==> config.mk <==
export PLATFORM = sky130hd
export DESIGN_NAME = fap_ctrl
export DESIGN_NICKNAME = d
export VERILOG_FILES = /design/src/design/fap_pkg.sv /design/src/design/fap_ctrl.sv
export SDC_FILE = /design/constraint.sdc
export NUM_CORES = 1
export LEC_CHECK = 0
export BUFFER_PORTS_ARGS = -buffer_cell sky130_fd_sc_hd__buf_4
export CORE_MARGIN = 4
export CORE_UTILIZATION = 30
export DETAILED_ROUTE_END_ITERATION = 12
export GPL_TIMING_DRIVEN = 1
export SETUP_SLACK_MARGIN = 0.2
export SLEW_MARGIN = 30
export SYNTH_ARGS = -nofsm -noshare
export SYNTH_HDL_FRONTEND = slang
export SYNTH_SLANG_ARGS = --single-unit
==> constraint.sdc <==
create_clock -name clk -period 3.3 [get_ports clk]
set_input_delay 0.66 -clock clk [delete_from_list [all_inputs] [get_ports clk]]
set_output_delay 0.66 -clock clk [all_outputs]
set_load 0.03 [all_outputs]
==> src/design/fap_pkg.sv <==
// ----------------------------------------------------------------------------
// fap_pkg: shared types and constants
// Command codes and status flags between the controller and the datapath,
// register indexes and fixed field widths of the paced receive FIFO.
// ----------------------------------------------------------------------------
package fap_pkg;

  localparam int DATA_W     = 8;
  localparam int LEN_W      = 11;
  localparam int CNT_W      = 32;
  localparam int CFG_IDX_W  = 2;
  localparam int CFG_DATA_W = 16;
  localparam int CAP_W      = 4;
  localparam int GAP_W      = 16;

  localparam logic [CFG_IDX_W-1:0] REG_FRAMED_MODE = 2'd0;
  localparam logic [CFG_IDX_W-1:0] REG_FRAME_CAP   = 2'd1;
  localparam logic [CFG_IDX_W-1:0] REG_GAP_TICKS   = 2'd2;

  localparam logic [CAP_W-1:0] FRAME_CAP_RST = 4'd4;
  localparam logic [GAP_W-1:0] GAP_TICKS_RST = 16'd520;

  localparam logic OP_PUSH = 1'b0;
  localparam logic OP_TICK = 1'b1;

  typedef enum logic [4:0] {
    CMD_NONE,
    CMD_LOAD,
    CMD_BYTE_PUSH,
    CMD_FIRST,
    CMD_EV_RD,
    CMD_EV_DO,
    CMD_OPEN,
    CMD_DISC_STEP,
    CMD_PUT,
    CMD_TICK,
    CMD_LD_RD,
    CMD_LD,
    CMD_C_RD,
    CMD_C_WR,
    CMD_S_RD,
    CMD_S_DATA,
    CMD_FINISH
  } fap_cmd_t;

  typedef struct packed {
    logic framed;
    logic is_tick;
    logic first;
    logic len_zero;
    logic len_big;
    logic rem_zero;
    logic discarding;
    logic ev_needed;
    logic frame_empty;
    logic inflight_done;
    logic ring_empty;
    logic gap_ok;
    logic sent_full;
    logic copy_done;
    logic out_free;
    logic hold;
  } fap_stat_t;

endpackage

==> src/design/fap_ctrl.sv <==
// ----------------------------------------------------------------------------
// fap_ctrl: sequencing controller
// Steps one input item through push, eviction, frame load and pacing.
// ----------------------------------------------------------------------------
module fap_ctrl (
  input  logic              clk,
  input  logic              rst,
  input  logic              in_valid,
  output logic              in_ready,
  input  fap_pkg::fap_stat_t stat,
  output fap_pkg::fap_cmd_t  cmd
);
  import fap_pkg::*;

  typedef enum logic [3:0] {
    S_IDLE, S_DISP, S_FCHK, S_EVCHK, S_EVDO, S_PUT, S_PACE,
    S_LD, S_COPY, S_CWR, S_DATA, S_FIN
  } state_t;

  state_t state, state_next;

  assign in_ready = (state == S_IDLE);

  always_comb begin
    cmd        = CMD_NONE;
    state_next = state;
    case (state)
      S_IDLE: begin
        if (in_valid) begin
          cmd        = CMD_LOAD;
          state_next = S_DISP;
        end
      end
      S_DISP: begin
        if (stat.is_tick) begin
          cmd        = CMD_TICK;
          state_next = S_PACE;
        end else if (!stat.framed) begin
          cmd        = CMD_BYTE_PUSH;
          state_next = S_FIN;
        end else if (stat.first) begin
          cmd        = CMD_FIRST;
          state_next = S_FCHK;
        end else if (stat.rem_zero) begin
          state_next = S_FIN;
        end else if (stat.discarding) begin
          cmd        = CMD_DISC_STEP;
          state_next = S_FIN;
        end else begin
          cmd        = CMD_PUT;
          state_next = S_FIN;
        end
      end
      S_FCHK: begin
        if (stat.len_zero || stat.len_big) begin
          state_next = S_FIN;
        end else begin
          state_next = S_EVCHK;
        end
      end
      S_EVCHK: begin
        if (stat.ev_needed) begin
          cmd        = CMD_EV_RD;
          state_next = S_EVDO;
        end else begin
          cmd        = CMD_OPEN;
          state_next = S_PUT;
        end
      end
      S_EVDO: begin
        cmd        = CMD_EV_DO;
        state_next = S_EVCHK;
      end
      S_PUT: begin
        cmd        = CMD_PUT;
        state_next = S_FIN;
      end
      S_PACE: begin
        if (stat.sent_full) begin
          state_next = S_FIN;
        end else if (stat.framed) begin
          if (stat.inflight_done) begin
            if (stat.frame_empty) begin
              state_next = S_FIN;
            end else begin
              cmd        = CMD_LD_RD;
              state_next = S_LD;
            end
          end else if (!stat.gap_ok) begin
            state_next = S_FIN;
          end else begin
            cmd        = CMD_S_RD;
            state_next = S_DATA;
          end
        end else if (stat.ring_empty || !stat.gap_ok) begin
          state_next = S_FIN;
        end else begin
          cmd        = CMD_S_RD;
          state_next = S_DATA;
        end
      end
      S_LD: begin
        cmd        = CMD_LD;
        state_next = S_COPY;
      end
      S_COPY: begin
        if (stat.copy_done) begin
          state_next = S_PACE;
        end else begin
          cmd        = CMD_C_RD;
          state_next = S_CWR;
        end
      end
      S_CWR: begin
        cmd        = CMD_C_WR;
        state_next = S_COPY;
      end
      S_DATA: begin
        // previous byte must leave the hold stage first
        if (!stat.hold || stat.out_free) begin
          cmd        = CMD_S_DATA;
          state_next = S_PACE;
        end
      end
      S_FIN: begin
        if (stat.out_free) begin
          cmd        = CMD_FINISH;
          state_next = S_IDLE;
        end
      end
      default: state_next = S_IDLE;
    endcase
  end

  always_ff @(posedge clk) begin
    if (rst) begin
      state <= S_IDLE;
    end else begin
      state <= state_next;
    end
  end

endmodule

# Word-level counts from Yosys, hierarchy flattened
# Index checks and enable logic that the tools add are counted.
dict set report word_totals {
  ramBits 0
  romBits 0
  latch_bits 0
  memories 0
  ff_bits 4
  wordCells 56
  out_inout_bits 6
}
dict set report classes {
  n_reduce_logical 8
  eq_ne 14
  magnitude_cmp 0
  div_mod_pow 0
  n_mul 0
  bitwise 0
  shift 0
  n_mux 33
  n_addsub 0
}
# op count
set op_table {}
lappend op_table {{4-bit 2-to-1 mux} 22}
lappend op_table {{5-bit one-hot mux with 11 select lines} 1}
lappend op_table {{4-bit one-hot mux with 11 select lines} 1}
lappend op_table {{5-bit 2-to-1 mux} 4}
lappend op_table {{4-bit by 3-bit equality test with 1-bit output, second input constant} 4}
lappend op_table {{4-bit equality test, second input constant} 4}
lappend op_table {{4-bit by 2-bit equality test with 1-bit output, second input constant} 2}
lappend op_table {{2-bit != test, second input constant} 3}
lappend op_table {{4-bit by 1-bit equality test with 1-bit output, second input constant} 1}
lappend op_table {{4-bit zero test} 1}
lappend op_table {{1-bit 2-to-1 mux} 4}
lappend op_table {{1-bit logical OR} 3}
lappend op_table {{3-bit AND reduction} 1}
lappend op_table {{1-bit zero test} 2}
lappend op_table {{2-bit 2-to-1 mux} 1}
lappend op_table {{2-bit OR reduction} 1}

# Depth between registers and ports, before layout
# Gate-level depths: netlist (run 1).
dict set report depth {
  depth_word 6
  depth_mapped 6
}

# Worst setup path before layout (run 1)
# No wires, ideal clock.
dict set report synth_path {
  path_kind {input to output}
  from {input stat[4] (netlist name)}
  to {output cmd[3]}
  path_stages 4
  arrival_ns 1.815
  slack_ns 0.825
  cell_sequence {nor2_1 a2111oi_0 o311a_1 or4_1}
}
dict set report synth_via {
  elab_chain_cells 6
  elab_cells_between_ends 8
  classes_between {6 x mux; 2 x reduce/logical}
}
# item line
set synth_rtl {}
lappend synth_rtl {{start, declared} fap_ctrl.sv:10} ;# input fap_pkg::fap_stat_t stat,
lappend synth_rtl {{1-bit zero test} fap_ctrl.sv:95} ;# end else if (stat.ring_empty || !stat.gap_ok) begin
lappend synth_rtl {{1-bit logical OR} fap_ctrl.sv:95}
lappend synth_rtl {{4-bit 2-to-1 mux} fap_ctrl.sv:95}
lappend synth_rtl {{5-bit 2-to-1 mux *} fap_ctrl.sv:81} ;# end else if (stat.framed) begin
lappend synth_rtl {{5-bit 2-to-1 mux *} fap_ctrl.sv:79} ;# if (stat.sent_full) begin
lappend synth_rtl {{5-bit one-hot mux with 11 select lines *} fap_ctrl.sv:27} ;# case (state)
lappend synth_rtl {{end, declared} fap_ctrl.sv:11} ;# output fap_pkg::fap_cmd_t cmd
# Mark *: on every way between the ends. The rest lies on a longest branch, timed or not.

# Worst setup path in the final report (run 1)
dict set report layout_path {
  from {register state[1]}
  to {output cmd[3]}
}
dict set report layout_via {
  elab_chain_cells 2
  elab_cells_between_ends 12
  classes_between {10 x eq/ne; 1 x mux; 1 x reduce/logical}
}
# item line
set layout_rtl {}
lappend layout_rtl {{start, declared} fap_ctrl.sv:20} ;# state_t state, state_next;
lappend layout_rtl {{start signal, assigned} fap_ctrl.sv:139} ;# state <= state_next;
lappend layout_rtl {{4-bit equality test, or another cell as far along} fap_ctrl.sv:27}
lappend layout_rtl {{5-bit one-hot mux with 11 select lines *} fap_ctrl.sv:27}
# Marked as above.

==> metrics.txt, run 1 <==
status=finished clean; YS warnings=0; via count=779; slew of the pin with the lowest slew margin=691 ps; first-pass GRT wire length=2.99 mm; library cell used as clock root buffer=sky130_fd_sc_hd__clkbuf_4; fraction of layout cells with a size suffix above 1=28.8%; HPWL after detailed placement=1.43 mm; total overflow reported by the global router=0; count of endpoints failing hold in the final timing report=0; critical path, cell by cell=nand2b_2, o21bai_1, a21oi_1, or4_1, buf_4; P_leak=0.000338 uW; Synth-to-Final Area Change=33.6%; CTS sink count=4; final hold slack=603 ps; number of core rows=16; Setup CP Type=flip-flop to output port; area enclosed by the die boundary=0.00284 mm^2; share of flip-flops with an asynchronous set or reset after synthesis=0%; Mapped Area=614 um^2; number of instances resized during post-cts repair=0; count of nets left with antenna violations after detail routing=0; placer congestion estimate=0.821; unrepaired setup endpoints after global routing=no; mean area per synthesized cell=6.83 um^2; Post-Synthesis Net Count=109; number of buffers added to fix hold violations after cts=0; Critical Path AT=2170 ps; layout filler cell count=233; post-route fraction of the period consumed by the critical path=85.7%; largest voltage drop on the vdd net=0.345 mV; worst reg2reg path depth=4; clock tree from TritonCTS=done; Fin Clk Skew=1.45 ps; count of unresolved DRC violations after routing=0; cell with the largest stage delay on the worst path=sky130_fd_sc_hd__dfxtp_1; area used by multi-input combinational logic=489 um^2; Synth cell types=41; final wirelength=1.88 mm; Regs by FF count=state x4; clock transition time at the flip-flop clock pins of the worst setup and hold paths=30 ps; Post-Synthesis Cells=90; share of the yosys chip area belonging to registers=13.0%; largest register by flop count=state; number of global-route vias before repair=655; worst hold-check path type=primary input to flip-flop; delay contributed by the slowest stage of the critical path=720 ps; drt first pass iters=4; count of maximum capacitance violations=0; max-slew headroom at the worst pin=53.9%; kind of cell adding the most delay to the critical path=simple AND/OR/NAND/NOR gates; required time of the worst setup path=2640 ps; # port buffers=24; number of I/O pins=25; number of buffers added by the clock tree synthesis step=3; total routing usage reported by global routing=14.6%; Setup Fix Bufs, Post-CTS=0; kind of start point of the critical path=flip-flop; H-tree depth=1; FF+latch area=80.1 um^2; Setup Total Neg Slack=0 ps; Post-synth EDFFs=0; starting utilization of the core area=31.3%; Die Ht=53.3 um; Hold Path Cell Cnt=2; max-slew violations=0; placeable core region=0.00196 mm^2; DP Area=798 um^2; Starting DRT DRC Count=26; maximum buffer depth of the clock tree=2; final std cell area, no fill=821 um^2; width of the die=53.3 um; logic depth of the worst setup path including buffers=5; power density over the cells=813 mW/mm^2; maximum clock rate=354 MHz; min cycle time layout=2830 ps; number of antenna repair diodes=0; Setup violations, final=0; count of state elements after synthesis=4; sort of element at the end of the critical path=output port; average wire per standard cell=13.6 um; final net count=132; Bufs and invs on worst path=1; drt via density=5.64; number of antenna violations at the first check in global routing=0; largest net degree at the start of global routing=23; Primary FF master, synth=sky130_fd_sc_hd__dfxtp_1; flip-flop count of the largest register after layout=4; top fanout value on the critical path=20; clock latency at the later pin of the worst-skew pair=240 ps
logic make-up after synthesis:
logic type	count (synthesis)	synth area share [%]
simple gates	39	36.3
compound gates	35	40.3
buf+inv	10	7.33
flops	4	13.0
xor+xnor	1	1.43
mux	1	1.63
cell type report:
cell class	instances	share of cell area (%)
Tap cell	27	4.12
Clock buffer	3	2.74
Multi-Input combinational cell	76	59.6
Timing Repair Buffer	24	22.0
Inverter	4	1.83
Sequential cell	4	9.76
where the power goes:
part | total, uW | internal (uW) | switching (uW)
clock network | 62.4 | 40.8 | 21.7
registers | 163 | 69.2 | 93.9
logic | 442 | 195 | 247
synth_stat cells, types with 2 or more instances:
| cell type | n | area [um^2] |
|---|---|---|
| sky130_fd_sc_hd__o21ai_0 | 2 | 10.0 |
| sky130_fd_sc_hd__a21oi_1 | 9 | 45.0 |
| sky130_fd_sc_hd__nand2_1 | 7 | 26.3 |
| sky130_fd_sc_hd__nor4_1 | 3 | 18.8 |
| sky130_fd_sc_hd__nand3_1 | 2 | 10.0 |
| sky130_fd_sc_hd__a2111oi_0 | 2 | 17.5 |
| sky130_fd_sc_hd__nand2b_1 | 3 | 18.8 |
| sky130_fd_sc_hd__nor2_1 | 7 | 26.3 |
| sky130_fd_sc_hd__inv_1 | 2 | 7.51 |
| sky130_fd_sc_hd__clkbuf_1 | 2 | 7.51 |
| sky130_fd_sc_hd__a211oi_1 | 3 | 22.5 |
| sky130_fd_sc_hd__nor2b_1 | 6 | 37.5 |
| sky130_fd_sc_hd__o21bai_1 | 4 | 30.0 |
| sky130_fd_sc_hd__nand3b_1 | 2 | 15.0 |
| sky130_fd_sc_hd__dfxtp_1 | 4 | 80.1 |
| sky130_fd_sc_hd__inv_2 | 2 | 7.51 |
| sky130_fd_sc_hd__o211ai_1 | 2 | 15.0 |
| sky130_fd_sc_hd__buf_2 | 3 | 15.0 |
| sky130_fd_sc_hd__a31oi_1 | 2 | 12.5 |
| sky130_fd_sc_hd__nor3_1 | 2 | 10.0 |
per-stage QoR:
step,setup WS (ps),power (uW),util (%),cells
after floorplan,825,470,-,90
after global placement,680,605,40.7,135
after detailed placement,654,605,40.7,135
after CTS,467,669,41.8,138
after global routing,319,725,41.8,138
final,473,667,41.8,138
metal layers:
layer | global-route usage [%] | wire [um] | up-vias | part of all wire (%)
met5 | 0 | 0 | - | 0
met1 | 19.6 | 869 | 343 | 46
met3 | 4.51 | 161 | 4 | 8.6
li1 | - | - | 391 | -
met4 | 6.81 | 42 | 0 | 2.2
met2 | 20.6 | 803 | 41 | 43
layout by cell type (no fill, tap or decap), drive strengths merged, types with 2 or more instances in the layout:
master	instances
dfxtp	4
a211oi	3
clkbuf	3
a2111oi	2
o21ai	2
nor3	2
nor2b	6
buf	24
nand3b	2
nor2	7
a31oi	2
a21oi	9
o211ai	2
nand2b	4
nand2	7
o21bai	4
nand3	2
inv	4
nor4	4
worst paths after layout:
check | from | endpoint | slack (ps)
worst max register to register | state[3]$_SDFFE_PP0P_ | state[0]$_SDFFE_PP0P_ | 1610
worst min-delay path | rst | state[3]$_SDFFE_PP0P_ | 600
worst min register to register | state[2]$_SDFFE_PP0P_ | state[3]$_SDFFE_PP0P_ | 830
worst max-delay path | state[1]$_SDFFE_PP0P_ | cmd[3] | 470
(Power assumes the default switching activity.)
==> run 2: changes to the inputs <==
==> constraint.sdc (replaced) <==
create_clock -name clk -period 2.8 [get_ports clk]
set_input_delay 0.56 -clock clk [delete_from_list [all_inputs] [get_ports clk]]
set_output_delay 0.56 -clock clk [all_outputs]
set_load 0.03 [all_outputs]
==> metrics.txt, run 2 (synthesis results as in run 1) <==
status=finished clean; drt first pass iters=4 (unchanged); max-slew violations=0 (unchanged); number of instances resized during post-cts repair=0 (unchanged); average wire per standard cell=13.5 um (-0.90%); Switching Share=53.4% (-0.94 points); H-tree depth=1 (unchanged); post-route fraction of the period consumed by the critical path=87.4%; count of unresolved DRC violations after routing=0 (unchanged); Sequential Power Share=21.4% (-3.0 points); max-slew headroom at the worst pin=66.0% (+12 points); delay contributed by the slowest stage of the critical path=580 ps (-140 ps); Regs by FF count=state x4; final core occ=42.7% (+0.83 points); first-pass GRT wire length=2.96 mm (-1.1%); cell with the largest stage delay on the worst path=sky130_fd_sc_hd__dfxtp_1; largest voltage drop on the vdd net=0.506 mV (+47%); launch point of the worst path=state[2]$_SDFFE_PP0P_; slew of the pin with the lowest slew margin=509 ps (-182 ps); P_sw=427 uW (+18%); final hold slack=507 ps (-95.4 ps); Bufs and invs on worst path=1 (unchanged); clock latency at the later pin of the worst-skew pair=240 ps (about the same); required time of the worst setup path=2240 ps (-400 ps); total overflow reported by the global router=0 (unchanged); fraction of layout cells with a size suffix above 1=31.0% (+2.1 points); number of core rows=16 (unchanged); Tot Pwr=801 uW (+20%); final wirelength=1.89 mm (+0.53%); worst hold-check path type=primary input to flip-flop; largest register by flop count=state; number of antenna repair diodes=0 (unchanged); Synth-to-Final Area Change=36.3%; clock tree from TritonCTS=done; critical path, cell by cell=nand2b_1, nor4_1, or4_1, buf_4; power density over the cells=956 mW/mm^2 (+18%); logic depth of the worst setup path including buffers=4 (-1); Setup Total Neg Slack=0 ps (unchanged); placeable core region=0.00196 mm^2 (unchanged); unrepaired setup endpoints after global routing=no; HPWL after detailed placement=1.44 mm (+0.66%); largest net degree at the start of global routing=16 (-30%); top fanout value on the critical path=13 (-35%); maximum buffer depth of the clock tree=2 (unchanged); starting utilization of the core area=31.3% (unchanged); CTS sink count=4 (unchanged); count of maximum capacitance violations=0 (unchanged); width of the die=53.3 um (unchanged); flip-flop count of the largest register after layout=4 (unchanged); Hold Path Cell Cnt=2 (unchanged); via count=797 (+2.3%); number of buffers added by the clock tree synthesis step=3 (unchanged); clock transition time at the flip-flop clock pins of the worst setup and hold paths=40 ps (about the same); placer congestion estimate=0.833 (+1.4%); total routing usage reported by global routing=13.9% (-0.65 points); area used by multi-input combinational logic=489 um^2 (unchanged); maximum clock rate=409 MHz; count of nets left with antenna violations after detail routing=0 (unchanged); number of global-route vias before repair=660 (+0.76%); number of I/O pins=25 (unchanged); most common cell after layout, fill and taps aside=sky130_fd_sc_hd__buf_4; count of endpoints failing hold in the final timing report=0 (unchanged); Setup Fix Bufs, Post-CTS=0 (unchanged); number of antenna violations at the first check in global routing=0 (unchanged); Die Ht=53.3 um (unchanged); worst reg2reg path depth=5 (+1); library cell used as clock root buffer=sky130_fd_sc_hd__clkbuf_4; Setup CP Type=flip-flop to output port; # port buffers=24 (unchanged); min cycle time layout=2450 ps; start point of the worst min-delay path=rst; number of buffers added to fix hold violations after cts=0 (unchanged); layout filler cell count=234 (+0.43%); final net count=134 (+1.5%); Critical Path AT=1890 ps (-280 ps); cell internal pwr=373 uW (+22%); most used cells in the layout excluding fill and tap cells=26 x sky130_fd_sc_hd__buf_4, 9 x sky130_fd_sc_hd__a21oi_1, 7 x sky130_fd_sc_hd__nor2_1, 7 x sky130_fd_sc_hd__nand2_1, 6 x sky130_fd_sc_hd__nor2b_1; Starting DRT DRC Count=24 (-7.7%); Fin Clk Skew=4.25 ps (+2.79 ps); sort of element at the end of the critical path=output port; kind of start point of the critical path=flip-flop; kind of cell adding the most delay to the critical path=simple AND/OR/NAND/NOR gates; FF+latch area=81.3 um^2 (+1.6%); area enclosed by the die boundary=0.00284 mm^2 (unchanged); Setup violations, final=0 (unchanged); origin of the critical flop-to-flop path=state[0]$_SDFFE_PP0P_; clock network fraction of total power=8.9% (-0.5 points); drt via density=5.69 (+0.85%); combinational group share of total power=69.7% (+3.5 points); P_leak=0.000349 uW (+3.2%)
run 2: cell types whose count changed in the layout (fill, tap and decap cells not counted), sizes merged:
| cell | delta |
|---|---|
| buf | +2 |
run 2: path summary, 6_finish.rpt:
path / end / slack (ps)
setup / recovery: cmd[3] / 350
hold reg to reg: state[1]$_SDFFE_PP0P_ / 750
hold / removal: state[3]$_SDFFE_PP0P_ / 510
setup reg to reg: state[3]$_SDFFE_PP0P_ / 1300
run 2: cell type report:
class / count / share of cell area [%]
multi-input cells: 76 / 58.4
inverters: 4 / 1.79
repair buffers: 26 / 23.3
clock buffers: 3 / 2.69
flip-flops and latches: 4 / 9.72
well taps: 27 / 4.04
run 2: stage by stage:
| stage | setup WS [ps] | std cells | area (um^2) |
|---|---|---|---|
| finish | 352 | 140 | 837 |
| global route | 229 | 140 | 837 |
| floorplan | 525 | 90 | 614 |
| detailed placement | 358 | 137 | 813 |
| CTS | 324 | 140 | 836 |
| global placement | 372 | 137 | 813 |
run 2: power groups by stage:
stage               sequential (uW)  combinational, uW  clock [uW]
CTS                             167                559        74.1
global placement                170                556           0
finish                          171                558        71.1
floorplan                       101                453           0
detailed placement              169                557           0
global route                    181                610        80.2
run 2: metal layers:
| metal | global-route usage [%] | vias to the layer above | share of wire, % |
|---|---|---|---|
| li1 | - | 394 | - |
| met1 | 19.6 | 363 | 48 |
| met2 | 20.6 | 38 | 44 |
| met3 | 4.51 | 2 | 7.2 |
| met4 | 2.13 | 0 | 1.1 |
| met5 | 0 | - | 0 |
